<file path="src/hdl/scrl_pkg.sv">
// shared types and constants of the screlu output layer
`default_nettype none
package scrl_pkg;

    localparam int VAL_W     = 16;
    localparam int CLAMP_W   = 15;
    localparam int BIAS_W    = 16;
    localparam int SCALE_W   = 16;
    localparam int TDIV_W    = 30;
    localparam int SUM_W     = 32;
    localparam int SCORE_W   = 32;
    localparam int CFG_IDX_W = 2;
    localparam int CFG_DAT_W = 30;
    // biased score: |sum / limit| <= 2^31 plus a 16-bit bias
    localparam int S1_W      = 34;
    // scaled score magnitude stays below 2^48
    localparam int MAG_W     = 48;
    localparam int S2_W      = MAG_W + 1;

    localparam logic [CLAMP_W-1:0] CLAMP_RST = CLAMP_W'(255);
    localparam logic [BIAS_W-1:0]  BIAS_RST  = '0;
    localparam logic [SCALE_W-1:0] SCALE_RST = SCALE_W'(400);
    localparam logic [TDIV_W-1:0]  TDIV_RST  = TDIV_W'(16320);

    typedef enum logic [CFG_IDX_W-1:0] {
        CFG_CLAMP_LIMIT,
        CFG_OUTPUT_BIAS,
        CFG_EVAL_SCALE,
        CFG_TOTAL_DIVISOR
    } t_cfg_idx;

    typedef enum logic [2:0] {
        S_ACC,
        S_DRAIN,
        S_DIV1,
        S_BIAS,
        S_MUL,
        S_START2,
        S_DIV2,
        S_OUT
    } t_state;

    typedef struct packed {
        logic signed [VAL_W-1:0] white_value;
        logic signed [VAL_W-1:0] black_value;
        logic                    stm_is_white;
        logic signed [VAL_W-1:0] weight_us;
        logic signed [VAL_W-1:0] weight_them;
    } t_in_beat;

    typedef struct packed {
        logic acc_en;
        logic div1_start;
        logic bias_en;
        logic mul_en;
        logic div2_start;
        logic out_load;
    } t_dp_cmd;

    typedef struct packed {
        logic pipe_busy;
        logic div_done;
    } t_dp_sts;

endpackage
`default_nettype wire

</file>
<file path="src/hdl/scrl_ifs.sv">
// valid/ready channel interfaces for input beats and score beats
`default_nettype none
interface scrl_in_if;
    logic                                 valid;
    logic                                 ready;
    logic signed [scrl_pkg::VAL_W-1:0]    white_value;
    logic signed [scrl_pkg::VAL_W-1:0]    black_value;
    logic                                 stm_is_white;
    logic signed [scrl_pkg::VAL_W-1:0]    weight_us;
    logic signed [scrl_pkg::VAL_W-1:0]    weight_them;
    logic                                 last;

    modport source (
        output valid, white_value, black_value, stm_is_white,
        output weight_us, weight_them, last,
        input  ready
    );
    modport sink (
        input  valid, white_value, black_value, stm_is_white,
        input  weight_us, weight_them, last,
        output ready
    );
endinterface

interface scrl_out_if;
    logic                                 valid;
    logic                                 ready;
    logic signed [scrl_pkg::SCORE_W-1:0]  score;

    modport source (output valid, score, input ready);
    modport sink   (input valid, score, output ready);
endinterface
`default_nettype wire

</file>
<file path="src/hdl/screlu_output_layer.sv">
// top level: squared clipped relu output layer with scaled score
// throughput: one input beat per cycle while accumulating hidden indexes
// after the accept of the beat marked last, a valid score waits for the drain of
//   the 3-stage multiply-accumulate pipe and two serial divisions
// input is held off from the last beat until the score is loaded; a new beat is taken the cycle after the load
// reset: synchronous active low; sum cleared, registers to their defaults, no score held
`default_nettype none
module screlu_output_layer (
    input  wire logic                            i_clk,
    input  wire logic                            i_rst_n,
    input  wire logic                            i_cfg_we,
    input  wire logic [scrl_pkg::CFG_IDX_W-1:0]  i_cfg_idx,
    input  wire logic [scrl_pkg::CFG_DAT_W-1:0]  i_cfg_data,
    scrl_in_if.sink                              i_in,
    scrl_out_if.source                           o_out
);
    import scrl_pkg::*;

    t_in_beat beat;
    t_dp_cmd  cmd;
    t_dp_sts  sts;

    // payload of one input beat, handed to the datapath as a bundle
    always_comb begin
        beat.white_value  = i_in.white_value;
        beat.black_value  = i_in.black_value;
        beat.stm_is_white = i_in.stm_is_white;
        beat.weight_us    = i_in.weight_us;
        beat.weight_them  = i_in.weight_them;
    end

    // sequencer: takes beats back to back until the last one, then waits for
    // the pipe to drain and walks the divide / bias / scale / divide steps;
    // the score sits in an output register until the sink takes it, and the
    // next accumulation runs meanwhile
    scrl_ctrl u_ctrl (
        .i_clk       (i_clk),
        .i_rst_n     (i_rst_n),
        .i_in_valid  (i_in.valid),
        .i_in_last   (i_in.last),
        .i_out_ready (o_out.ready),
        .i_sts       (sts),
        .o_in_ready  (i_in.ready),
        .o_out_valid (o_out.valid),
        .o_cmd       (cmd)
    );

    // datapath: clamp, trunc16(w*c)*c per half in two multiplier stages,
    // 32-bit wrapping sum, then a shared serial divider for both divisions
    // (zero divisors act as one) and the 64-bit-equivalent scaling
    scrl_datapath u_dp (
        .i_clk      (i_clk),
        .i_rst_n    (i_rst_n),
        .i_cfg_we   (i_cfg_we),
        .i_cfg_idx  (i_cfg_idx),
        .i_cfg_data (i_cfg_data),
        .i_beat     (beat),
        .i_cmd      (cmd),
        .o_sts      (sts),
        .o_score    (o_out.score)
    );
endmodule
`default_nettype wire

</file>
<file path="src/hdl/scrl_div.sv">
// radix-2 restoring unsigned divider, one quotient bit per cycle
`default_nettype none
module scrl_div #(
    parameter int DVD_W = 48,
    parameter int DVS_W = 30
) (
    input  wire logic             i_clk,
    input  wire logic             i_rst_n,
    input  wire logic             i_start,
    input  wire logic [DVD_W-1:0] i_dividend,
    input  wire logic [DVS_W-1:0] i_divisor,
    output logic                  o_done,
    output logic [DVD_W-1:0]      o_quot
);
    localparam int CNT_W = (DVD_W > 1) ? $clog2(DVD_W) : 1;

    logic               r_busy, n_busy;
    logic               r_done, n_done;
    logic [CNT_W-1:0]   r_cnt, n_cnt;
    logic [DVD_W-1:0]   r_q, n_q;
    logic [DVS_W-1:0]   r_rem, n_rem;
    logic [DVS_W-1:0]   r_dvs, n_dvs;
    logic [DVS_W:0]     rem_sh;
    logic [DVS_W+1:0]   diff;
    logic               ge;

    always_comb begin
        rem_sh = {r_rem, r_q[DVD_W-1]};
        diff   = {1'b0, rem_sh} - {2'b00, r_dvs};
        ge     = ~diff[DVS_W+1];
        n_busy = r_busy;
        n_done = 1'b0;
        n_cnt  = r_cnt;
        n_q    = r_q;
        n_rem  = r_rem;
        n_dvs  = r_dvs;
        if (i_start) begin
            n_busy = 1'b1;
            n_cnt  = '0;
            n_q    = i_dividend;
            n_rem  = '0;
            n_dvs  = i_divisor;
        end else if (r_busy) begin
            n_rem = ge ? diff[DVS_W-1:0] : rem_sh[DVS_W-1:0];
            n_q   = {r_q[DVD_W-2:0], ge};
            n_cnt = r_cnt + CNT_W'(1);
            if (r_cnt == CNT_W'(DVD_W - 1)) begin
                n_busy = 1'b0;
                n_done = 1'b1;
            end
        end
    end

    always_ff @(posedge i_clk) begin
        if (!i_rst_n) begin
            r_busy <= 1'b0;
            r_done <= 1'b0;
            r_cnt  <= '0;
        end else begin
            r_busy <= n_busy;
            r_done <= n_done;
            r_cnt  <= n_cnt;
        end
        r_q   <= n_q;
        r_rem <= n_rem;
        r_dvs <= n_dvs;
    end

    assign o_done = r_done;
    assign o_quot = r_q;
endmodule
`default_nettype wire

</file>
<file path="src/hdl/scrl_datapath.sv">
// config registers, multiply-accumulate pipe and final scaling datapath
`default_nettype none
module scrl_datapath (
    input  wire logic                            i_clk,
    input  wire logic                            i_rst_n,
    input  wire logic                            i_cfg_we,
    input  wire logic [scrl_pkg::CFG_IDX_W-1:0]  i_cfg_idx,
    input  wire logic [scrl_pkg::CFG_DAT_W-1:0]  i_cfg_data,
    input  wire scrl_pkg::t_in_beat              i_beat,
    input  wire scrl_pkg::t_dp_cmd               i_cmd,
    output scrl_pkg::t_dp_sts                    o_sts,
    output logic signed [scrl_pkg::SCORE_W-1:0]  o_score
);
    import scrl_pkg::*;

    logic [CLAMP_W-1:0]         r_clamp;
    logic [BIAS_W-1:0]          r_bias;
    logic [SCALE_W-1:0]         r_scale;
    logic [TDIV_W-1:0]          r_tdiv;

    logic                       r_v1, r_v2;
    logic signed [VAL_W-1:0]    r_t_us, r_t_them;
    logic [CLAMP_W-1:0]         r_c_us, r_c_them;
    logic signed [SUM_W-1:0]    r_p_us, r_p_them;
    logic signed [SUM_W-1:0]    r_sum;

    logic                       r_neg;
    logic signed [S1_W-1:0]     r_s1;
    logic signed [S2_W-1:0]     r_s2;
    logic signed [SCORE_W-1:0]  r_score;

    logic signed [VAL_W-1:0]    us_val, them_val;
    logic [CLAMP_W-1:0]         c_us, c_them;
    logic signed [2*VAL_W-1:0]  m1_us, m1_them, m2_us, m2_them;
    logic signed [S1_W+SCALE_W:0] m3;
    logic [SUM_W-1:0]           sum_mag;
    logic [MAG_W-1:0]           s2_mag;
    logic [MAG_W-1:0]           dvd;
    logic [TDIV_W-1:0]          dvs;
    logic                       div_start;
    logic [MAG_W-1:0]           quot;
    logic signed [S1_W-1:0]     bias_ext, q1_ext;
    logic                       div_done;

    function automatic logic [CLAMP_W-1:0] clamp_act(
        input logic signed [VAL_W-1:0] v,
        input logic [CLAMP_W-1:0]      lim
    );
        logic [CLAMP_W-1:0] r;
        if (v[VAL_W-1]) begin
            r = '0;
        end else if (v[CLAMP_W-1:0] > lim) begin
            r = lim;
        end else begin
            r = v[CLAMP_W-1:0];
        end
        return r;
    endfunction

    always_comb begin
        us_val   = i_beat.stm_is_white ? i_beat.white_value : i_beat.black_value;
        them_val = i_beat.stm_is_white ? i_beat.black_value : i_beat.white_value;
        c_us     = clamp_act(us_val, r_clamp);
        c_them   = clamp_act(them_val, r_clamp);
        m1_us    = i_beat.weight_us   * $signed({1'b0, c_us});
        m1_them  = i_beat.weight_them * $signed({1'b0, c_them});
        m2_us    = r_t_us   * $signed({1'b0, r_c_us});
        m2_them  = r_t_them * $signed({1'b0, r_c_them});
        m3       = r_s1 * $signed({1'b0, r_scale});
        sum_mag  = r_sum[SUM_W-1] ? SUM_W'(-r_sum) : SUM_W'(r_sum);
        s2_mag   = r_s2[S2_W-1] ? MAG_W'(-r_s2) : MAG_W'(r_s2);
        bias_ext = S1_W'($signed(r_bias));
        q1_ext   = $signed({2'b00, quot[SUM_W-1:0]});
        div_start = i_cmd.div1_start | i_cmd.div2_start;
        if (i_cmd.div1_start) begin
            dvd = MAG_W'(sum_mag);
            dvs = (r_clamp == '0) ? TDIV_W'(1) : TDIV_W'(r_clamp);
        end else begin
            dvd = s2_mag;
            dvs = (r_tdiv == '0) ? TDIV_W'(1) : r_tdiv;
        end
    end

    scrl_div #(
        .DVD_W (MAG_W),
        .DVS_W (TDIV_W)
    ) u_div (
        .i_clk      (i_clk),
        .i_rst_n    (i_rst_n),
        .i_start    (div_start),
        .i_dividend (dvd),
        .i_divisor  (dvs),
        .o_done     (div_done),
        .o_quot     (quot)
    );

    always_ff @(posedge i_clk) begin
        if (!i_rst_n) begin
            r_clamp <= CLAMP_RST;
            r_bias  <= BIAS_RST;
            r_scale <= SCALE_RST;
            r_tdiv  <= TDIV_RST;
            r_v1    <= 1'b0;
            r_v2    <= 1'b0;
            r_sum   <= '0;
        end else begin
            if (i_cfg_we) begin
                unique case (t_cfg_idx'(i_cfg_idx))
                    CFG_CLAMP_LIMIT:   r_clamp <= i_cfg_data[CLAMP_W-1:0];
                    CFG_OUTPUT_BIAS:   r_bias  <= i_cfg_data[BIAS_W-1:0];
                    CFG_EVAL_SCALE:    r_scale <= i_cfg_data[SCALE_W-1:0];
                    CFG_TOTAL_DIVISOR: r_tdiv  <= i_cfg_data[TDIV_W-1:0];
                    default:           r_tdiv  <= r_tdiv;
                endcase
            end
            r_v1 <= i_cmd.acc_en;
            r_v2 <= r_v1;
            if (i_cmd.div1_start) begin
                r_sum <= '0;
            end else if (r_v2) begin
                r_sum <= r_sum + r_p_us + r_p_them;
            end
        end
        // stage 1: clamp and first product, low half kept
        r_t_us   <= m1_us[VAL_W-1:0];
        r_t_them <= m1_them[VAL_W-1:0];
        r_c_us   <= c_us;
        r_c_them <= c_them;
        // stage 2: second product
        r_p_us   <= m2_us;
        r_p_them <= m2_them;
        if (i_cmd.div1_start) begin
            r_neg <= r_sum[SUM_W-1];
        end else if (i_cmd.div2_start) begin
            r_neg <= r_s2[S2_W-1];
        end
        if (i_cmd.bias_en) begin
            r_s1 <= r_neg ? (bias_ext - q1_ext) : (bias_ext + q1_ext);
        end
        if (i_cmd.mul_en) begin
            r_s2 <= m3[S2_W-1:0];
        end
        if (i_cmd.out_load) begin
            r_score <= r_neg ? $signed(SCORE_W'(-quot[SCORE_W-1:0]))
                             : $signed(quot[SCORE_W-1:0]);
        end
    end

    assign o_sts.pipe_busy = r_v1 | r_v2;
    assign o_sts.div_done  = div_done;
    assign o_score         = r_score;
endmodule
`default_nettype wire

</file>
<file path="src/hdl/scrl_ctrl.sv">
// sequencer for accumulation, drain, divisions and score hand-off
`default_nettype none
module scrl_ctrl (
    input  wire logic               i_clk,
    input  wire logic               i_rst_n,
    input  wire logic               i_in_valid,
    input  wire logic               i_in_last,
    input  wire logic               i_out_ready,
    input  wire scrl_pkg::t_dp_sts  i_sts,
    output logic                    o_in_ready,
    output logic                    o_out_valid,
    output scrl_pkg::t_dp_cmd       o_cmd
);
    import scrl_pkg::*;

    t_state r_state, n_state;
    logic   r_out_valid, n_out_valid;

    always_comb begin
        n_state    = r_state;
        o_cmd      = '0;
        o_in_ready = 1'b0;
        unique case (r_state)
            S_ACC: begin
                o_in_ready   = 1'b1;
                o_cmd.acc_en = i_in_valid;
                if (i_in_valid && i_in_last) begin
                    n_state = S_DRAIN;
                end
            end
            S_DRAIN: begin
                if (!i_sts.pipe_busy) begin
                    o_cmd.div1_start = 1'b1;
                    n_state = S_DIV1;
                end
            end
            S_DIV1: begin
                if (i_sts.div_done) begin
                    n_state = S_BIAS;
                end
            end
            S_BIAS: begin
                o_cmd.bias_en = 1'b1;
                n_state = S_MUL;
            end
            S_MUL: begin
                o_cmd.mul_en = 1'b1;
                n_state = S_START2;
            end
            S_START2: begin
                o_cmd.div2_start = 1'b1;
                n_state = S_DIV2;
            end
            S_DIV2: begin
                if (i_sts.div_done) begin
                    n_state = S_OUT;
                end
            end
            S_OUT: begin
                if (!r_out_valid || i_out_ready) begin
                    o_cmd.out_load = 1'b1;
                    n_state = S_ACC;
                end
            end
            default: n_state = S_ACC;
        endcase
        priority if (o_cmd.out_load) begin
            n_out_valid = 1'b1;
        end else if (i_out_ready) begin
            n_out_valid = 1'b0;
        end else begin
            n_out_valid = r_out_valid;
        end
    end

    always_ff @(posedge i_clk) begin
        if (!i_rst_n) begin
            r_state     <= S_ACC;
            r_out_valid <= 1'b0;
        end else begin
            r_state     <= n_state;
            r_out_valid <= n_out_valid;
        end
    end

    assign o_out_valid = r_out_valid;
endmodule
`default_nettype wire
</file>
<file path="src/flat_wrapper.sv">
// flat-port wrapper written by rule: the top's interface ports become plain ports
module screlu_output_layer_flat import scrl_pkg::*;
  (i_clk, i_rst_n, i_cfg_we, i_cfg_idx, i_cfg_data, i_in_valid, i_in_white_value, i_in_black_value, i_in_stm_is_white, i_in_weight_us, i_in_weight_them, i_in_last, i_in_ready, o_out_valid, o_out_score, o_out_ready);
  scrl_in_if i_in_i ();
  scrl_out_if o_out_i ();
  input  wire logic i_clk;
  input  wire logic i_rst_n;
  input  wire logic i_cfg_we;
  input  wire logic [scrl_pkg::CFG_IDX_W-1:0] i_cfg_idx;
  input  wire logic [scrl_pkg::CFG_DAT_W-1:0] i_cfg_data;
  input wire logic [$bits(i_in_i.valid)-1:0] i_in_valid;
  input wire logic [$bits(i_in_i.white_value)-1:0] i_in_white_value;
  input wire logic [$bits(i_in_i.black_value)-1:0] i_in_black_value;
  input wire logic [$bits(i_in_i.stm_is_white)-1:0] i_in_stm_is_white;
  input wire logic [$bits(i_in_i.weight_us)-1:0] i_in_weight_us;
  input wire logic [$bits(i_in_i.weight_them)-1:0] i_in_weight_them;
  input wire logic [$bits(i_in_i.last)-1:0] i_in_last;
  output wire logic [$bits(i_in_i.ready)-1:0] i_in_ready;
  output wire logic [$bits(o_out_i.valid)-1:0] o_out_valid;
  output wire logic [$bits(o_out_i.score)-1:0] o_out_score;
  input wire logic [$bits(o_out_i.ready)-1:0] o_out_ready;
  assign i_in_i.valid = i_in_valid;
  assign i_in_i.white_value = i_in_white_value;
  assign i_in_i.black_value = i_in_black_value;
  assign i_in_i.stm_is_white = i_in_stm_is_white;
  assign i_in_i.weight_us = i_in_weight_us;
  assign i_in_i.weight_them = i_in_weight_them;
  assign i_in_i.last = i_in_last;
  assign i_in_ready = i_in_i.ready;
  assign o_out_valid = o_out_i.valid;
  assign o_out_score = o_out_i.score;
  assign o_out_i.ready = o_out_ready;
  screlu_output_layer u_core (.i_clk(i_clk), .i_rst_n(i_rst_n), .i_cfg_we(i_cfg_we), .i_cfg_idx(i_cfg_idx), .i_cfg_data(i_cfg_data), .i_in(i_in_i), .o_out(o_out_i));
endmodule
</file>
<file path="config.mk">
export PLATFORM = sky130hd
export DESIGN_NAME = screlu_output_layer_flat
export DESIGN_NICKNAME = d
export VERILOG_FILES = /design/src/hdl/scrl_pkg.sv /design/src/hdl/scrl_ifs.sv /design/src/hdl/screlu_output_layer.sv /design/src/hdl/scrl_div.sv /design/src/hdl/scrl_datapath.sv /design/src/hdl/scrl_ctrl.sv /design/src/flat_wrapper.sv
export SDC_FILE = /design/constraint.sdc
export NUM_CORES = 2
export LEC_CHECK = 0
export BUFFER_PORTS_ARGS = -buffer_cell sky130_fd_sc_hd__buf_2
export CORE_AREA = 5 5 345 347
export CTS_CLUSTER_SIZE = 8
export DETAILED_ROUTE_END_ITERATION = 6
export DIE_AREA = 0 0 350 352
export GPL_TIMING_DRIVEN = 1
export PLACE_DENSITY_LB_ADDON = 0.2
export SLEW_MARGIN = 20
export SYNTH_ARGS = -nofsm -noshare
export SYNTH_HDL_FRONTEND = slang
export SYNTH_SLANG_ARGS = --single-unit
</file>
<file path="constraint.sdc">
create_clock -name i_clk -period 13.85 [get_ports i_clk]
set_clock_uncertainty 0.15 [all_clocks]
set_input_delay 3.4625 -clock i_clk [delete_from_list [all_inputs] [get_ports i_clk]]
set_output_delay 3.4625 -clock i_clk [all_outputs]
set_load 0.05 [all_outputs]
</file>
Word level (Yosys, flattened, before mapping). Cells that the tools add are included.

Input bits: 103. Logic and storage cells: 120. Register bits: 473.

Eq/ne operators: 16. Muxes and demuxes: 39. Reduce and logical (&&, ||, !) cells: 19. Magnitude comparators: 2. $add $sub $neg: 9. Bitwise logic cells: 5. Multiply operators: 5.

Operators with widths (number): $mux W48 (4); $mux W30 (3); $mux W15 (5); $add A32 B32 Y32 (2); $mul A16 B16 Y32 (2); $mux W32 (2); $neg A32 Y32 (2); $mul A34 B17 Y49 (1); $neg A48 Y48 (1); $add A16 B33 Y34 (1); $mux W34 (1); $sub A16 B33 Y34 (1); $mul A16 B16 Y16 (2); $mux W16 (2); $sub A31 B30 Y32 (1); $gt A15 B15 Y1 (2); $logic_not A30 Y1 (1); $pmux W3 S8 (1); $mux W1 (16); $logic_not A15 Y1 (1); $mux W3 (5); $eq A3 B3 Y1 const B (4); $ne A2 B2 Y1 const B (5); $reduce_and A2 Y1 (5); other kinds (17) (25).

Longest topological paths before layout.
Depth after elaboration: 5. Mapped depth: 37.

Cells and area by module. Synthesis repeated with hierarchy kept, for this count alone.

Cells, all modules: 7534. Area total of the unflattened synthesis: 69451.6 um^2.

By module, submodules not included: scrl_datapath (area each 62844.0 um^2, instances 1, cells each 6897, seq. area each 8227.9 um^2); scrl_div (area each 6272.3 um^2, instances 1, cells each 596, seq. area each 3103.0 um^2); scrl_ctrl (area each 335.3 um^2, instances 1, cells each 41, seq. area each 80.1 um^2).

Worst setup path before layout. No wires, ideal clock.

Path kind: input to register. From: input i_in_stm_is_white. To: register u_core.u_dp.r_t_us[15]. Setup time: 0.120 ns. Stages on the path: 29. Path buffers: 5. Data arrival time: 11.505 ns. Path slack: 2.075 ns. Data required time: 13.580 ns. Cells stage by stage: clkbuf_1 -> buf_1 -> buf_1 -> mux2_2 -> ha_1 -> a2111oi_0 -> a31oi_1 -> o41ai_2 -> buf_2 -> mux2i_1 -> nor2_1 -> clkbuf_1 -> nand2_1 -> fa_1 -> fa_1 -> fa_1 -> fa_1 -> inv_1 -> fa_1 -> inv_1 -> fa_1 -> inv_1 -> ha_1 -> nand2_1 -> nor2_1 -> a211o_1 -> a21o_1 -> a21oi_1 -> xnor2_1.

Word-level cells in the longest chain between the ends: 5.

RTL lines: start, declared (line flat_wrapper.sv:14) `input wire logic [$bits(i_in_i.stm_is_white)-1:0] i_in_stm_is_white;`; $mux W16 (*) (line scrl_datapath.sv:61) `us_val = i_beat.stm_is_white ? i_beat.white_value : i_beat.black_value;`; $gt A15 B15 Y1 (line scrl_datapath.sv:52) `end else if (v[CLAMP_W-1:0] > lim) begin`; $mux W15 (line scrl_datapath.sv:52); $mux W15 (*) (line scrl_datapath.sv:50) `if (v[VAL_W-1]) begin`; via u_core.u_dp.c_us[1] (line scrl_datapath.sv:33) `logic [CLAMP_W-1:0] c_us, c_them;`; $mul A16 B16 Y16 (*) (line scrl_datapath.sv:65) `m1_us = i_beat.weight_us * $signed({1'b0, c_us});`; via u_core.u_dp.m1_us[15] (line scrl_datapath.sv:34) `logic signed [2*VAL_W-1:0] m1_us, m1_them, m2_us, m2_them;`; end signal, assigned (line scrl_datapath.sv:125) `r_t_us <= m1_us[VAL_W-1:0];`; end, declared (line scrl_datapath.sv:22) `logic signed [VAL_W-1:0] r_t_us, r_t_them;`.

The timed path passes the listed nets; every way through them passes the cells marked *. A chain may end at the register's enable or synchronous reset.

Worst setup path in the final report.
From: input i_in_stm_is_white. To: register u_core.u_dp.r_t_them[15].

Word-level cells in the longest chain between the ends: 5.

RTL lines: $mux W16 (*) (line scrl_datapath.sv:62) `them_val = i_beat.stm_is_white ? i_beat.black_value : i_beat.white_value;`; $gt A15 B15 Y1 (line scrl_datapath.sv:52); $mux W15 (line scrl_datapath.sv:52); $mux W15 (*) (line scrl_datapath.sv:50); via u_core.u_dp.c_them[8] (line scrl_datapath.sv:33); $mul A16 B16 Y16 (*) (line scrl_datapath.sv:66) `m1_them = i_beat.weight_them * $signed({1'b0, c_them});`; via u_core.u_dp.m1_them[15] (line scrl_datapath.sv:34); end signal, assigned (line scrl_datapath.sv:126) `r_t_them <= m1_them[VAL_W-1:0];`; end, declared (line scrl_datapath.sv:22).

Marked as above.

==> impl_results.md <==
- Crit-path max FO: 32
- Number of iterations in the first detailed-routing pass: 6
- Unrepaired setup endpoints after global routing: false
- # setup viols final: 0
- Fraction of the yosys area taken by sequential cells: 16.6%
- Sum of negative setup slack: 0 ps
- Vias: 50600
- Max-slew violation count: 0
- Clk_lat worst skew: 660 ps
- Global Route Usage Sum: 29.8%
- Mean instance size in the synthesized netlist: 9.19 um^2
- Total grt overflow: 0
- Final Instance Count excl. Fillers: 9018
- DRT antenna net count: 0
- Post-synth net total: 9264
- Core ar.: 0.116 mm^2
- Critical register-to-register path endpoint: u_core.u_dp.r_s2[45]
- Yosys cell types: 81
- Maximum clock path buffer count: 3
- Cell type contributing the most total cell area after synthesis: fa_1
- Setup crit start kind: input port
- Setup slack of the most critical reg-to-reg path: 5490 ps
- Die height: 352 um
- Number of global-route vias before repair: 53300
- Number of nets in the layout: 9244
- Async SR Flop Fraction: 0%
- Fraction of final layout cells with drive strength greater than 1: 4.95%
- Worst hold-check slack: 307 ps
- Cell family with most CP delay: adder cells
- Count of flip-flops with a built-in enable after synthesis: 194
- Cells after Synth: 7465
- Endpoint, Worst Hold: u_core.u_dp.r_scale[2]
- Wire length of the first global-routing pass: 289 mm
- Half-perimeter wire length after placement: 142 mm
- Gates resized, CTS repair: 0
- Initial core utilization: 59.3%
- Max Freq: 89.2 MHz
- Total die area: 0.123 mm^2
- Detail-routed net length per standard cell: 19.9 um
- Delay contributed by the slowest stage of the critical path: 860 ps
- Outcome: complete, no violations
- Post-Syn Area: 0.0686 mm^2
- Worst hold path cell count: 2
- Synthesis-to-finish area growth: 6.00%
- Critical Path Slowest Stage Cell: a211oi_1
- Routability Congestion: 0.934
- TritonCTS Sinks: 473
- Count of buffer and inverter cells on the critical path: 4
- Req. time, crit path: 14230 ps
- Share of the clock period used by the worst path: 81.0%
- Initial antenna violation count: 7
- Number of endpoints with negative hold slack in the final report: 0
- Number of DRC markers after the initial detailed-route iteration: 3095
- Via count normalized by instance count: 5.62
- Max cap viols: 0
- Post-Route Utilization: 62.9%
- Kind of path behind the tightest hold check: reg -> reg
- Total clock buffers created by CTS: 70
- Kind of capture point of the worst setup path: flop
- Startpoint of the lowest-slack hold path: u_core.u_dp.r_scale[2]
- Max-slew headroom at the worst pin: 24.9%
- Top Ports: 137
- Quantity of I/O buffers inserted on ports: 136
- Setup Crit Path Kind: in -> reg
- CP Data Arrival Time: 11590 ps
- Number of cells on the worst reg-to-reg path: 23
- Slew @ Worst Pin: 1120 ps
- Flops & latches, synth: 473
- Top cell type's share of synthesized area: 34.8%
- Fin crit period: 11210 ps
- Cell mode on critical path: xnor2_1
- Commonest cells in the netlist: inv_1, fa_1, nand2_1
- Pin count of the biggest net entering global routing: 64
- Most used flip-flop cell after synthesis: dfxtp_1
- Detailed-route DRC error count: 0
- CTS tree: built
- Die outline width: 350 um
- Ranking of synthesized cells by area: fa_1, ha_1, edfxtp_1, dfxtp_1, inv_1
- Hold buffer count at cts: 0
- Reg-to-reg startpoint: u_core.u_dp.r_scale[13]
- H-tree level count: 3
- Most instantiated library cell after synthesis: inv_1
- Synth Warn #: 0
- Total placed cells including tap cells: 8897
- Std-Cell Rows: 125
- Post-CTS Setup Bufs: 0
- Clock-pin slew on the worst setup and hold paths: 50 ps
- Cell at the root of the clock tree: clkbuf_16
- Aggregate routed wire length: 180 mm
-- flip-flops by register name (all words and copies together), names as in the netlist, 3 cells and up --
name,count
u_core.u_ctrl.r_state,3
u_core.u_dp.u_div.r_dvs,30
u_core.u_dp.r_t_them,16
u_core.u_dp.r_bias,16
u_core.u_dp.u_div.r_rem,30
u_core.u_dp.r_p_them,32
u_core.u_dp.r_p_us,32
u_core.u_dp.r_tdiv,30
u_core.u_dp.r_scale,16
u_core.u_dp.o_score,32
u_core.u_dp.r_c_them,15
u_core.u_dp.u_div.r_cnt,6
u_core.u_dp.r_sum,32
u_core.u_dp.r_clamp,15
u_core.u_dp.u_div.o_quot,48
u_core.u_dp.r_s1,34
u_core.u_dp.r_t_us,16
u_core.u_dp.r_s2,49
u_core.u_dp.r_c_us,15
-- layout by cell type (no fill, tap or decap), types with 40 or more instances in the layout --
cell type	n
a21o_1	109
a21oi_1	303
and2_1	630
buf_2	136
buf_4	60
clkbuf_16	70
dfxtp_1	274
edfxtp_1	194
fa_1	1191
ha_1	505
inv_1	1446
mux2i_1	47
nand2_1	1031
nand2b_1	42
nand3_1	66
nor2_1	208
nor3_1	40
o211ai_1	41
o21ai_0	191
xnor2_1	288
xor2_1	136
-- through the flow --
stage	cell area, um^2	worst slack (ps)
3_3_place_gp	70600	2200
6_report	72700	2640
3_5_place_dp	70600	2050
2_1_floorplan	68600	2080
5_1_grt	72700	2090
4_1_cts	72700	2730
-- how the worst max path moves through the flow --
stage / start / to / slack [ps] / cells past startpoint
final: i_in_stm_is_white / u_core.u_dp.r_t_them[15] / 2640 / 28
after global routing: i_in_stm_is_white / u_core.u_dp.r_t_them[15] / 2090 / 28
after CTS: i_in_stm_is_white / u_core.u_dp.r_t_them[15] / 2730 / 28
after detailed placement: i_in_stm_is_white / u_core.u_dp.r_t_them[15] / 2050 / 28
after global placement: i_in_stm_is_white / u_core.u_dp.r_t_them[15] / 2200 / 28
after floorplan: i_in_stm_is_white / u_core.u_dp.r_t_us[15] / 2080 / 29
-- kinds of logic (layout without fill, tap and decap cells) --
family / after synthesis / after routing / share of synthesized area (%)
AO/OA/AOI/OAI: 871 / 871 / 7.83
XOR/XNOR: 424 / 424 / 5.41
adder cells (fa/ha/maj): 1696 / 1696 / 44.0
buffers and inverters: 1736 / 1760 / 9.56
flip-flops: 473 / 473 / 16.6
multiplexers: 77 / 77 / 1.18
other: 0 / 5 / 0
AND/OR/NAND/NOR: 2188 / 2188 / 15.4
-- worst reg2reg max path: stages (launching register included) --
cell and delay (ps):
dfxtp_1 1020, buf_4 370, and2_1 180, fa_1 460, fa_1 590, inv_1 70, fa_1 500, fa_1 470
fa_1 510, inv_1 50, fa_1 460, ha_1 400, nand3_1 210, nor2_1 180, nand2b_1 70, o221ai_1 60
a31oi_1 130, o21ai_0 750, a31o_2 320, a21oi_1 120, o21ai_0 400, nand2_1 140, o21ai_0 270, xor2_1 300
-- cell type report --
class,instances,area (um^2)
sequential,473,11400
clock inverter,9,186
tap,1524,1910
antenna,5,12.5
timing repair buffer,196,1130
multi-input combinational,5256,50700
fill,9772,42900
clock buffer,107,1900
inverter,1448,5440
-- metal layers --
metal  wire length, um  global-route usage [%]
met1             72500                    38.9
met2             89000                    50.9
met3             11400                    3.83
met4              7030                    11.0
met5                 8                       0
Power is left out: the tool's default activity adds up to more than one toggle a clock period on the data nets, which glitch-free logic cannot reach.
